==> src/hdl/go_back_n_window_sender_defines.svh <==
// ----------------------------------------------------------------------------
// go_back_n_window_sender_defines.svh
// Assertion macros used by the go-back-N sender.
// ----------------------------------------------------------------------------
`ifndef GO_BACK_N_WINDOW_SENDER_DEFINES_SVH
`define GO_BACK_N_WINDOW_SENDER_DEFINES_SVH

// Check that a condition holds at every clock edge out of reset
`define GBN_ASSERT_ALWAYS(lbl, clk, rstn, expr, msg) \
    lbl: assert property (@(posedge clk) disable iff (!(rstn)) (expr)) else $error(msg);

// Check that a condition implies another in the same cycle
`define GBN_ASSERT_IMPLY(lbl, clk, rstn, pre, post, msg) \
    lbl: assert property (@(posedge clk) disable iff (!(rstn)) (pre) |-> (post)) \
        else $error(msg);

`endif

==> src/hdl/gbn_pkg.sv <==
// ----------------------------------------------------------------------------
// gbn_pkg
// Types and fixed constants of the go-back-N window sender.
// ----------------------------------------------------------------------------
package gbn_pkg;

    // Field widths
    localparam int CMD_W       = 2;
    localparam int CHUNK_BYTES = 6;
    localparam int PAYLOAD_W   = 8 * CHUNK_BYTES;
    localparam int BYTE_IDX_W  = 3;
    localparam int ACK_W       = 13;
    localparam int SEQ_W       = 10;
    localparam int SEQ_CHAR_W  = 6;
    localparam int SUM_W       = 11;
    localparam int REM_W       = 4;

    // Configuration
    localparam int WLIM_W     = 5;
    localparam int TIMEOUT_W  = 16;
    localparam int CFG_IDX_W  = 1;
    localparam int CFG_DATA_W = 16;
    localparam logic [WLIM_W-1:0]    WINDOW_LIMIT_RST = 5'd4;
    localparam logic [TIMEOUT_W-1:0] TIMEOUT_RST      = 16'd50;

    // Timer
    localparam int TICK_W = 17;
    localparam logic [TICK_W-1:0] TICK_SAT = 17'h1FFFF;

    // Shared multiply-add unit
    localparam int MAC_A_W = 14;
    localparam int MAC_B_W = 14;
    localparam int MAC_C_W = 16;
    localparam int MAC_Y_W = MAC_A_W + MAC_B_W;

    // Reciprocal division: q = (x * RECIP) >> RECIP_SHIFT
    localparam int RECIP_SHIFT = 16;
    localparam int QUOT_W      = 12;
    localparam logic [MAC_B_W-1:0] ACK_RECIP   = 14'd9363;  // divide by 7
    localparam logic [MAC_B_W-1:0] DIV10_RECIP = 14'd6554;  // divide by 10
    localparam logic [MAC_B_W-1:0] DECIMAL_BASE = 14'd10;
    localparam logic [MAC_B_W-1:0] UNIT_GAIN    = 14'd1;

    localparam logic [SEQ_CHAR_W-1:0] SEQ_CHAR_BASE = 6'h30;  // ASCII zero

    typedef enum logic [CMD_W-1:0] {
        CMD_LOAD  = 2'd0,
        CMD_START = 2'd1,
        CMD_ACK   = 2'd2,
        CMD_TICK  = 2'd3
    } cmd_t;

    typedef enum logic [CFG_IDX_W-1:0] {
        CFG_WINDOW_LIMIT  = 1'b0,
        CFG_TIMEOUT_TICKS = 1'b1
    } cfg_idx_t;

    typedef enum logic [2:0] {
        ST_IDLE,
        ST_ACK_MARK,
        ST_WALK,
        ST_WALK_CHK,
        ST_SCAN,
        ST_MOD,
        ST_SUM,
        ST_EMIT
    } state_t;

    // Request to the shared unit: y = c + a*b, or c - a*b when sub is set
    typedef struct packed {
        logic               sub;
        logic [MAC_A_W-1:0] a;
        logic [MAC_B_W-1:0] b;
        logic [MAC_C_W-1:0] c;
    } mac_req_t;

endpackage

==> src/hdl/gbn_mac.sv <==
// ----------------------------------------------------------------------------
// gbn_mac
// Shared multiply-add/subtract unit used by the sender's sequencer.
// ----------------------------------------------------------------------------
module gbn_mac (
    input  gbn_pkg::mac_req_t            req,
    output logic [gbn_pkg::MAC_Y_W-1:0]  y
);

    import gbn_pkg::*;

    logic [MAC_Y_W-1:0] prod;
    logic [MAC_Y_W-1:0] addend;

    // Multiply, then add to or subtract from the accumulator operand
    assign prod   = MAC_Y_W'(req.a) * MAC_Y_W'(req.b);
    assign addend = MAC_Y_W'(req.c);
    assign y      = req.sub ? (addend - prod) : (addend + prod);

endmodule

==> config.mk <==
export PLATFORM = sky130hd
export DESIGN_NAME = gbn_mac
export DESIGN_NICKNAME = d
export VERILOG_FILES = /design/src/hdl/go_back_n_window_sender_defines.svh /design/src/hdl/gbn_pkg.sv /design/src/hdl/gbn_mac.sv
export SDC_FILE = /design/constraint.sdc
export NUM_CORES = 1
export LEC_CHECK = 0
export ABC_CLOCK_PERIOD_IN_PS = 16700
export BUFFER_PORTS_ARGS = -buffer_cell sky130_fd_sc_hd__buf_2
export CAP_MARGIN = 15
export CORE_MARGIN = 3
export CORE_UTILIZATION = 35
export DETAILED_ROUTE_END_ITERATION = 6
export SYNTH_ARGS = -nofsm -noshare
export SYNTH_HDL_FRONTEND = slang
export SYNTH_SLANG_ARGS = --single-unit
==> constraint.sdc <==
create_clock -name vclk -period 16.7
set_input_delay 1.67 -clock vclk [all_inputs]
set_output_delay 1.67 -clock vclk [all_outputs]
set_load 0.01 [all_outputs]
## Yosys cells after proc, flatten, opt, wreduce, memory -nomap -nowiden

Index checks and enable logic that the tools add are counted.

- Bitwise operators: 0
- Divide/modulo/power cells: 0
- Reductions and logical operators: 0
- Magnitude comparators: 0
- Shifts and indexed selects: 0
- Mux-type cells: 1
- Add/subtract/negate cells: 2
- Eq/ne operators: 0
- Multiply operators: 1

Operators by type and width:

| operator | count |
|---|---|
| 16-bit by 28-bit adder with 28-bit output | 1 |
| 14-bit by 14-bit multiplier with 28-bit output | 1 |
| 28-bit 2-to-1 mux | 1 |
| 16-bit by 28-bit subtractor with 28-bit output | 1 |

- Logic and storage cells: 4
- Latch bits: 0
- Memories: 0
- Input bits: 45
- Output and inout port bits: 28
- Memory bits (writable): 0
- ROM bits: 0
- Register bits after elaboration: 0

## Logic depth before layout (Yosys ltp)

- Word-level depth: 3
- Depth in mapped cells: 33
- Gate-level depth less buffers: 31

## Worst setup path before layout

No wires, ideal clock.

- Path type: input to output
- From: in req[18] (netlist name)
- To: out y[17] (netlist name)
- Path buffers: 2
- Data arrival time: 8,979 ps
- Path slack: 6,051 ps
- Stages: 32
- Required time: 15,030 ps
- Cell sequence: clkbuf_1 > and2_1 > fa_1 > inv_1 > fa_1 > inv_1 > fa_1 > inv_1 > fa_1 > inv_1 > fa_1 > inv_1 > fa_1 > inv_1 > ha_1 > buf_2 > a21o_1 > a22oi_1 > o21ai_0 > a211oi_1 > and4bb_2 > nor2_1 > xor2_1 > ha_1 > or4_1 > o221a_2 > o31a_1 > or2_2 > nor2_1 > a21oi_1 > o211ai_1 > xor2_1

- Cells in the longest elaborated chain, start to end: 3
- Elaborated cells between the ends (all ways): 4
- Those cells by class: 2 x add/sub; 1 x mul; 1 x mux

Ends and longest elaborated chain:

| item | line | source |
|---|---|---|
| from (decl) | gbn_mac.sv:6 | `input gbn_pkg::mac_req_t req,` |
| 14-bit by 14-bit multiplier with 28-bit output * | gbn_mac.sv:16 | `assign prod = MAC_Y_W'(req.a) * MAC_Y_W'(req.b);` |
| 16-bit by 28-bit adder with 28-bit output or 16-bit by 28-bit subtractor with 28-bit output (tied branches) | gbn_mac.sv:18 | `assign y = req.sub ? (addend - prod) : (addend + prod);` |
| 28-bit 2-to-1 mux * | gbn_mac.sv:18 |  |
| to (decl) | gbn_mac.sv:7 | `output logic [gbn_pkg::MAC_Y_W-1:0] y` |

Mark *: on every way between the ends. The rest lies on a longest branch, timed or not.

## Final worst setup path

- From: in req[34] (netlist name)
- To: out y[17] (netlist name)

Same word-level chain as after synthesis.

==> run_results.csv <==
group,metric,value,unit
outcome,outcome,"finished, final reports clean",
setup_path,cp.required,15.03,ns
yosys,synth.distinct_cells,80,
die,fp.dieH,164.5,um
setup_path,cpLargestDelayFamily,"adder cells",
grt,grt_start_max_net_pins,33,
sta,rsz0062_at_grt,"false",
sta,layout_setup_ws,5.311,ns
yosys,synthCells,1089,
run,max-cap-violations,0,
cts,holdBufCountCts,0,
yosys,yosys_warnings,0,
setup_path,end_kind,"output port",
worst_hold_path,min_path_type,"in2out",
yosys,avgSynthCellArea,8.069,um2
cells_and_area,nNetsFinal,1415,
route,wirelength,21570,um
cells_and_area,area_growth,6.607,%
grt,antenna_found_initial,0,
setup_path,crit_cells,31,
cts,cts_setup_buffers,0,
route,wl_per_cell,14.97,um
placement,hpwl,18500,um
sta,fin_crit_sh,68.20,%
setup_path,path_class,"in2out",
setup_path,crit_arrival,9.72,ns
setup_path,crit_slowest_cell,"or4_1",
cells_and_area,drive_above_1_share,8.505,%
sta,hold_viol,0,
route,drtIter0Drc,338,
placement,placed_cell_area,9368,um2
route,vias_per_cell,5.031,
die,io_pins,73,
cells_and_area,diodes,0,
sta,final-setup-viol-count,0,
cells_and_area,final.clkbuf_count,0,
yosys,synth_area_leaders,"fa_1 (32%), ha_1 (16%), inv_1 (7.8%)",
yosys,yosysTopAreaCell,"fa_1",
die,start_util,35.92,%
cells_and_area,register_area,0,um2
route,dr_total_vias,7249,
grt,grt_pass1_vias,7489,
yosys,synth_most_common_cell,"inv_1",
yosys,synth_common_cells,"inv_1 (183), fa_1 (142), nand2_1 (137)",
placement,port_buffers,73,
die,dieArea,27040,um2
yosys,syn_nets,1385,
sta,slew_headroom,50.50,%
setup_path,path_buf_inv,6,
cells_and_area,design_area,9368,um2
route,ant_nets,0,
yosys,ys_seq_area_share,0,%
sta,fmax,87.80,MHz
grt,grt_pass1_wl,37810,um
placement,place_ws,5.454,ns
cells_and_area,nFlopsAndLatches,0,
route,drcViolationCount,0,
die,core-area,24460,um2
cts,cts_resized,0,
sta,fin_setup_tns,0,ns
sta,period_minus_slack,11.39,ns
placement,globalplace.congestion,0.8994,
sta,drv_slew,0,
grt,grt_util_all_layers,16.65,%
sta,tightest_slew,0.7329,ns
setup_path,slowest_delay,0.56,ns
grt,grt-ovfl-total,0,
setup_path,crit_path_start_kind,"input pin",
die,dieWidth,164.5,um
setup_path,worstPathMaxFanout,14,
die,rows,57,
yosys,synth_area,8787,um2
route,firstDrtPassIters,4,
worst_hold_path,hold_depth,3,
yosys,synth_top_area_share,32.35,%
[logic make-up (layout without fill, tap and decap cells)]
kind of cell	Yosys count	count (layout)	synth area share (%)
buffers and inverters	228	256	9.981
AO/OA/AOI/OAI	168	168	13.41
multiplexers	5	5	0.5838
adder cells (fa/ha/maj)	251	251	47.87
AND/OR/NAND/NOR	375	375	21.89
XOR/XNOR	62	62	6.265
[tightest hold or removal path: stages]
cell,delay (ns)
buf_2,0.11
fa_1,0.16
buf_2,0.12
[metrics by stage]
step	hold slack (ns)	instances	utilization, %
6_report	3.729	1441	38.29
2_1_floorplan	3.535	1089	-
5_1_grt	3.745	1441	38.29
3_5_place_dp	3.741	1441	38.29
4_1_cts	3.740	1441	38.29
3_3_place_gp	3.729	1441	38.29
[worst paths after layout]
| check | startpoint | endpoint |
|---|---|---|
| worst max-delay path | req[34] | y[17] |
| worst min-delay path | req[1] | y[1] |
[layout by cell type, fill, tap and decap left out, types with 19 or more instances in the layout]
cell     netlist  layout
nand2_1      137     137
nor2_1        44      44
and2_1       102     102
xor2_1        20      20
ha_1         109     109
a21oi_1       38      38
buf_2          5      73
inv_1        183     183
xnor2_1       41      41
o21ai_0       28      28
nand3_1       19      19
fa_1         142     142
[routing by layer]
layer	global-route usage, %	vias up	wire [um]
met3	1.405	16	897
li1	-	3581	-
met5	0	-	0
met4	1.220	0	178
met2	25.35	158	9131
met1	26.67	3494	11360
[cell type report]
cell class                      instances  area [um2]
Fill cell                            2541       15090
Multi-Input combinational cell        861        7910
Inverter                              183       686.9
Tap cell                              324       405.4
Timing Repair Buffer                   73       365.4
Power is left out: the tool's default activity adds up to more than one toggle a clock period on the data nets, which glitch-free logic cannot reach.
