## src/hdl/go_back_n_window_sender_defines.svh

```systemverilog
// ----------------------------------------------------------------------------
// go_back_n_window_sender_defines.svh
// Assertion macros used by the go-back-N sender.
// ----------------------------------------------------------------------------
`ifndef GO_BACK_N_WINDOW_SENDER_DEFINES_SVH
`define GO_BACK_N_WINDOW_SENDER_DEFINES_SVH

// Check that a condition holds at every clock edge out of reset
`define GBN_ASSERT_ALWAYS(lbl, clk, rstn, expr, msg) \
    lbl: assert property (@(posedge clk) disable iff (!(rstn)) (expr)) else $error(msg);

// Check that a condition implies another in the same cycle
`define GBN_ASSERT_IMPLY(lbl, clk, rstn, pre, post, msg) \
    lbl: assert property (@(posedge clk) disable iff (!(rstn)) (pre) |-> (post)) \
        else $error(msg);

`endif

```

## src/hdl/gbn_ram.sv

```systemverilog
// ----------------------------------------------------------------------------
// gbn_ram
// Generic single-write, single-read RAM with registered read data.
// ----------------------------------------------------------------------------
module gbn_ram #(
    parameter int  WIDTH  = 8,
    parameter int  DEPTH  = 16,
    localparam int ADDR_W = $clog2(DEPTH)
) (
    input  logic              aclk,
    input  logic              we,
    input  logic [ADDR_W-1:0] waddr,
    input  logic [WIDTH-1:0]  wdata,
    input  logic              re,
    input  logic [ADDR_W-1:0] raddr,
    output logic [WIDTH-1:0]  rdata
);

    logic [WIDTH-1:0] mem [DEPTH];

    // Write port
    always_ff @(posedge aclk) begin
        if (we) begin
            mem[waddr] <= wdata;
        end
    end

    // Registered read port, hold data when not reading
    always_ff @(posedge aclk) begin
        if (re) begin
            rdata <= mem[raddr];
        end
    end

endmodule

```

## config.mk

```make
export PLATFORM = sky130hd
export DESIGN_NAME = gbn_ram
export DESIGN_NICKNAME = d
export VERILOG_FILES = /design/src/hdl/go_back_n_window_sender_defines.svh /design/src/hdl/gbn_ram.sv
export SDC_FILE = /design/constraint.sdc
export NUM_CORES = 1
export LEC_CHECK = 0
export ABC_AREA = 1
export ABC_CLOCK_PERIOD_IN_PS = 1520
export BUFFER_PORTS_ARGS = -buffer_cell sky130_fd_sc_hd__buf_4
export CORE_MARGIN = 2
export CORE_UTILIZATION = 25
export DETAILED_ROUTE_END_ITERATION = 12
export GPL_TIMING_DRIVEN = 0
export PLACE_DENSITY_LB_ADDON = 0.12
export SKIP_CTS_REPAIR_TIMING = 1
export SLEW_MARGIN = 15
export SYNTH_ARGS = -nofsm -noshare
export SYNTH_HDL_FRONTEND = slang
export SYNTH_SLANG_ARGS = --single-unit
```

## constraint.sdc

```tcl
create_clock -name aclk -period 1.52 [get_ports aclk]
set_input_delay 0.152 -clock aclk [delete_from_list [all_inputs] [get_ports aclk]]
set_output_delay 0.152 -clock aclk [all_outputs]
set_load 0.01 [all_outputs]
```

======== Word-level counts from Yosys, hierarchy flattened ========
Memories as Yosys holds them, arrays and structs flattened. A register that Yosys moved wholly into a read port is not among the register bits.
Cells that the tools add are included.
W data, S select, Z words.
word-level totals
  output and inout bits ................... 8
  memories kept ........................... 1
  memory bits (writable) .................. 128
  logic and storage cells ................. 3
  register bits ........................... 0
operators by class
  mux-type cells .......................... 2
memory list
  memory  depth  width  read ports  clocked after Yosys merged registers in  write ports  RTL line       source
  mem     16     8      1           1                                        1            gbn_ram.sv:19  logic [WIDTH-1:0] mem [DEPTH];
operators by type and width
  cell     number
  $mux W1  2

======== Depth between registers and ports, before layout ========
Gate-level depths: netlist (run 1).
  word-level depth ........................ 2
  gate-level depth with buffers ........... 8
  gate-level depth less buffers ........... 7

======== Worst setup path before layout (run 1) ========
No wires, ideal clock.
  path type ............................... input -> register
  from .................................... input waddr[2]
  to ...................................... memory mem[10][0] (enable)
  setup slack ............................. 0.417 ns
  data arrival time ....................... 0.733 ns
  library setup time ...................... 0.370 ns
  stages on the path ...................... 2
  required time ........................... 1.150 ns
  buffers on the path ..................... 0
  cell sequence ........................... nand3b_1 > nor2_1
RTL lines
  item                RTL line       source
  start: declaration  gbn_ram.sv:12  input logic [ADDR_W-1:0] waddr,
  end: declaration    gbn_ram.sv:19
No word-level cell before the write port.

======== Final worst setup path (run 1) ========
  from .................................... input waddr[3]
  to ...................................... memory mem[4][3] (enable)
No word-level cell before the write port.

==> flow_metrics.tcl, run 1 <==
set metrics [dict create \
    viasPerCell 4.14 \
    stdcell_count 916 \
    io_pins 27 \
    synth_seq_area_share 0.698 \
    syn_area_per_cell_um2 10.6 \
    slew-limit-headroom 0.350 \
    clock_skew_ns 0.00536 \
    cts-root-buf "clkbuf_16" \
    clk_pin_slew_ns 0.05 \
    grt_use_total 0.140 \
    rsz0062_at_grt "false" \
    grt_util_met2 0.217 \
    yosysWarnings 0 \
    die_x_um 157 \
    grt.busiest_layer "met2" \
    fin_crit_ns 1.29 \
    setup_viol 0 \
    cap_violations 0 \
    worstPathRequired_ns 1.55 \
    numCtsBuffers 17 \
    io_buffers 23 \
    met3_usage 0.0317 \
    netlist_area_mm2 0.00585 \
    antenna_found_initial 0 \
    rows 55 \
    grt_pass1_vias 3708 \
    clock_path_buffers 2 \
    drive_above_1_share 0.114 \
    core-area_mm2 0.0228 \
    routed_wl_mm 16.1 \
    post-place-ws_ns -0.241 \
    cp-start-kind "input pin" \
    fin_crit_sh 0.846 \
    arrival_ns 1.32 \
    critical_path_class "input pin to flop" \
    crit_path_end_kind "flop" \
    hp-class "input pin to flop" \
    use_met1 0.195 \
    htree_levels 4 \
    grt_pass1_wl_mm 23.8 \
    final_cell_mix "nand2_1 (173), edfxtp_1 (136), inv_1 (100)" \
    outcome "completed" \
    first_pass_iters 5 \
    antenna-diode-count 0 \
    fin_tns_setup_ns 0 \
    numClockSinks 136 \
    whs_ns 0.0188 \
    power.density_mw_per_mm2 1200 \
    hpwl_mm 10.7 \
    ys_seq_elements 136 \
    ir_worst_vdd_mv 0.697 \
    grt_max_degree 17 \
    start_util 0.257 \
    nFillCells 2354 \
    overflow 0 \
    wire_per_inst_um 17.6 \
    nNetsFinal 612 \
    clk_latency_ns 0.41 \
    tightest_slew_ns 0.972 \
    gp_congestion 0.797 \
    synth_fp_nets 570 \
    leakage_nw 2.88 \
    crit_fanout 8 \
    finalWorstSetupSlack_ns 0.234 \
    die_y_um 157 \
    area_growth_pct 17.8 \
    synthesis.instances 551 \
    timing.fmax_ghz 0.778 \
    dp.cells 887 \
    drt_iter0_drc 380 \
    synth_cell_type_count 11 \
    detailroute.via_count 3792 \
    cts_tree "done" \
    finalHoldViolCount 0 \
    drc_errors 0 \
    drtAntennaViolNets 0 \
    power.total_mw 8.29 \
    slew_viol_final 0 \
    final_common_cell "nand2_1" \
    dieArea_mm2 0.0246 \
]
-- kinds of logic after synthesis --
group	synth area share
buffers and inverters	0.0939
DFF	0.698
and+or+nand+nor	0.208
-- through the flow --
stage	utilization	cell area, µm²
2_1_floorplan	-	5850
3_3_place_gp	0.281	6410
3_5_place_dp	0.281	6410
4_1_cts	0.302	6890
5_1_grt	0.302	6890
6_report	0.302	6890
-- critical path, stage by stage --
cell      delay [ns]
buf_4           0.12
nand3b_1        0.25
nor2_1          0.79
-- Yosys cell counts --
library cell  count  share of area
nand2_1         173           0.11
edfxtp_1        136           0.70
nand3b_1          2         0.0026
nor2_1           17          0.011
nand3_1          97          0.083
inv_2             2         0.0013
buf_4             4         0.0051
inv_1           100          0.064
buf_1             1        0.00064
buf_6             6          0.012
buf_2            13          0.011
-- state kept, by name, indices dropped and copies added, names as in the netlist --
register  cells
mem         128
rdata         8
-- power breakdown --
group          total (mW)  internal (mW)  switching (mW)
registers            4.25           4.23          0.0194
logic               0.597          0.179           0.419
clock network        3.45           2.03            1.42
total                8.29           6.44            1.86
-- layout make-up --
class | instances | area, µm² | area share
Sequential cell | 136 | 4080 | 0.593
Multi-Input combinational cell | 289 | 1210 | 0.176
Clock buffer | 23 | 448 | 0.0650
Tap cell | 313 | 392 | 0.0568
Inverter | 102 | 383 | 0.0556
Timing Repair Buffer | 23 | 173 | 0.0251
Buffer | 24 | 166 | 0.0242
Clock inverter | 6 | 30.0 | 0.00436
-- worst paths after layout --
| path | start | endpoint | slack [ns] | cells after the start |
|---|---|---|---|---|
| worst max-delay path | waddr[3] | mem[4][3] | 0.23 | 3 |
| worst min register to register | mem[9][6] | rdata[6] | 0.80 | 6 |
| worst min-delay path | re | rdata[7] | 0.02 | 1 |
| worst max register to register | mem[8][2] | rdata[2] | 0.33 | 6 |
-- layer usage --
layer	wire length [µm]	share of wire	vias up
met1	7730	0.48	1801
met4	199	0.012	0
met3	833	0.052	18
li1	-	-	1862
met2	7390	0.46	111
met5	0	0	-
No activity file was read; power rests on OpenSTA's default activity.
==> inputs of run 2 (changes only) <==
--- a/config.mk
+++ b/config.mk
@@ -6,7 +6,7 @@
 export NUM_CORES = 1
 export LEC_CHECK = 0
 export ABC_AREA = 1
-export ABC_CLOCK_PERIOD_IN_PS = 1520
+export ABC_CLOCK_PERIOD_IN_PS = 1100
 export BUFFER_PORTS_ARGS = -buffer_cell sky130_fd_sc_hd__buf_4
 export CORE_MARGIN = 2
 export CORE_UTILIZATION = 25
==> constraint.sdc (replaced) <==
create_clock -name aclk -period 1.1 [get_ports aclk]
set_input_delay 0.11 -clock aclk [delete_from_list [all_inputs] [get_ports aclk]]
set_output_delay 0.11 -clock aclk [all_outputs]
set_load 0.01 [all_outputs]
==> run 2 against run 1 <==
The run now ends with negative setup slack left. Routed wire length is 1.0% higher. Count of clock-buffer cells in the layout unchanged. Critical path type unchanged. Flip-flop and latch count is the same. Largest cell class unchanged.
==> flow_metrics.tcl, run 2 (same netlist as run 1, synthesis figures left out) <==
set metrics [dict create \
    nFillCells 2331 \
    die_y_um 157 \
    drive_above_1_share 0.281 \
    nNetsFinal 613 \
    clock_skew_ns 0.00393 \
    antenna_found_initial 0 \
    multi_input_area_mm2 0.00162 \
    cts_tree "done" \
    fin_crit_ns 1.16 \
    drtAntennaViolNets 0 \
    path_cells "buf_4 > nand3b_1 > nor2_1" \
    grt_use_total 0.140 \
    dieArea_mm2 0.0246 \
    clk_pin_slew_ns 0.05 \
    rows 55 \
    final_cell_mix "nand2_1 (146), edfxtp_1 (136), inv_1 (100)" \
    hp-class "input pin to flop" \
    clock_path_buffers 2 \
    io_pins 27 \
    rsz0062_at_grt "true" \
    sw_frac_of_total 0.230 \
    pwr-share-clk 0.412 \
    ir_worst_vdd_mv 1.01 \
    arrival_ns 1.20 \
    numClockSinks 136 \
    viasPerCell 4.18 \
    hpwl_mm 10.7 \
    first_pass_iters 5 \
    timing.fmax_ghz 0.866 \
    drc_errors 0 \
    htree_levels 4 \
    gp_congestion 0.797 \
    top_register "mem" \
    grt_max_degree 17 \
    overflow 0 \
    numCtsBuffers 17 \
    utilization 0.321 \
    core-area_mm2 0.0228 \
    worst_path_largest_cell_delay_ns 0.68 \
    detailroute.via_count 3834 \
    largestRegisters "mem x128, rdata x8" \
    violations "negative setup slack" \
    pwr-share-seq 0.506 \
    slew_viol_final 0 \
    slew-limit-headroom 0.466 \
    critical_path.slowest_cell "nor2_1" \
    drt_iter0_drc 355 \
    start_util 0.257 \
    p_sw_mw 2.66 \
    grt_pass1_wl_mm 23.8 \
    whs_ns 0.0743 \
    critical_path_class "input pin to flop" \
    io_buffers 23 \
    finalWorstSetupSlack_ns -0.0554 \
    wire_per_inst_um 17.8 \
    largest_register_ffs 128 \
    fin_tns_setup_ns -0.770 \
    final_common_cell "nand2_1" \
    fin_crit_sh 1.05 \
    worstPathRequired_ns 1.14 \
    grt_pass1_vias 3708 \
    routed_wl_mm 16.3 \
    area_growth_pct 24.9 \
    internal_power_mw 8.94 \
    outcome "finished with violations" \
    pwr-share-comb 0.082 \
    cts-root-buf "clkbuf_16" \
    antenna-diode-count 0 \
    clk_latency_ns 0.41 \
    die_x_um 157 \
    seq_area_mm2 0.00408 \
    cp-start-kind "input pin" \
    post-place-ws_ns -0.619 \
    tightest_slew_ns 0.799 \
    power.density_mw_per_mm2 1590 \
    cap_violations 0 \
    setup_viol 18 \
    finalHoldViolCount 0 \
    crit_path_end_kind "flop" \
    leakage_nw 3.01 \
    crit_fanout 8 \
]
-- run 2: cell types whose count changed in the layout (fill, tap and decap cells not counted), moves of 14 or more --
cell	change
nand2_1	-27
nand2_2	+27
nand3_1	-60
nand3_2	+60
nor2_1	-14
nor2_2	+14
-- run 2: power groups by stage --
stage	clock (mW)	sequential [mW]	combinational [mW]
floorplan	0	5.99	0.409
detailed placement	0	5.98	0.835
global route	5.09	5.88	1.05
finish	4.79	5.87	0.955
global placement	0	5.97	0.838
CTS	4.87	5.87	0.838
-- run 2: final timing paths --
| kind | end | startpoint | slack [ns] | depth (start not counted) |
|---|---|---|---|---|
| min | mem[3][2] | wdata[2] | 0.07 | 1 |
| max reg2reg | rdata[0] | mem[2][0] | -0.02 | 6 |
| min reg2reg | rdata[7] | mem[1][7] | 0.80 | 6 |
| max | mem[6][3] | waddr[3] | -0.06 | 3 |
-- run 2: layer usage --
| metal | wire length (µm) | GRT usage |
|---|---|---|
| met4 | 214 | 0.0424 |
| met1 | 7990 | 0.195 |
| met2 | 7530 | 0.217 |
| met5 | 0 | 0 |
| met3 | 579 | 0.0317 |
-- run 2: cell type report --
| cell class | instances | share of cell area |
|---|---|---|
| sequential | 136 | 0.559 |
| tap | 313 | 0.0536 |
| timing repair buffer | 24 | 0.0250 |
| buffer | 24 | 0.0228 |
| clock inverter | 6 | 0.00411 |
| multi-input combinational | 289 | 0.221 |
| clock buffer | 23 | 0.0613 |
| inverter | 102 | 0.0524 |
-- run 2: worst max-delay path: cells and delay by family --
kind	cells	cell delay, ns
buffers and inverters	1	0.12
AND/OR/NAND/NOR	2	0.96
-- run 2: stage by stage --
step / cells / cell area (µm²) / power, mW
6_report: 917 / 7300 / 11.6
5_1_grt: 917 / 7300 / 12.0
4_1_cts: 916 / 6890 / 11.6
3_5_place_dp: 887 / 6410 / 6.81
3_3_place_gp: 887 / 6410 / 6.81
2_1_floorplan: 551 / 5850 / 6.39
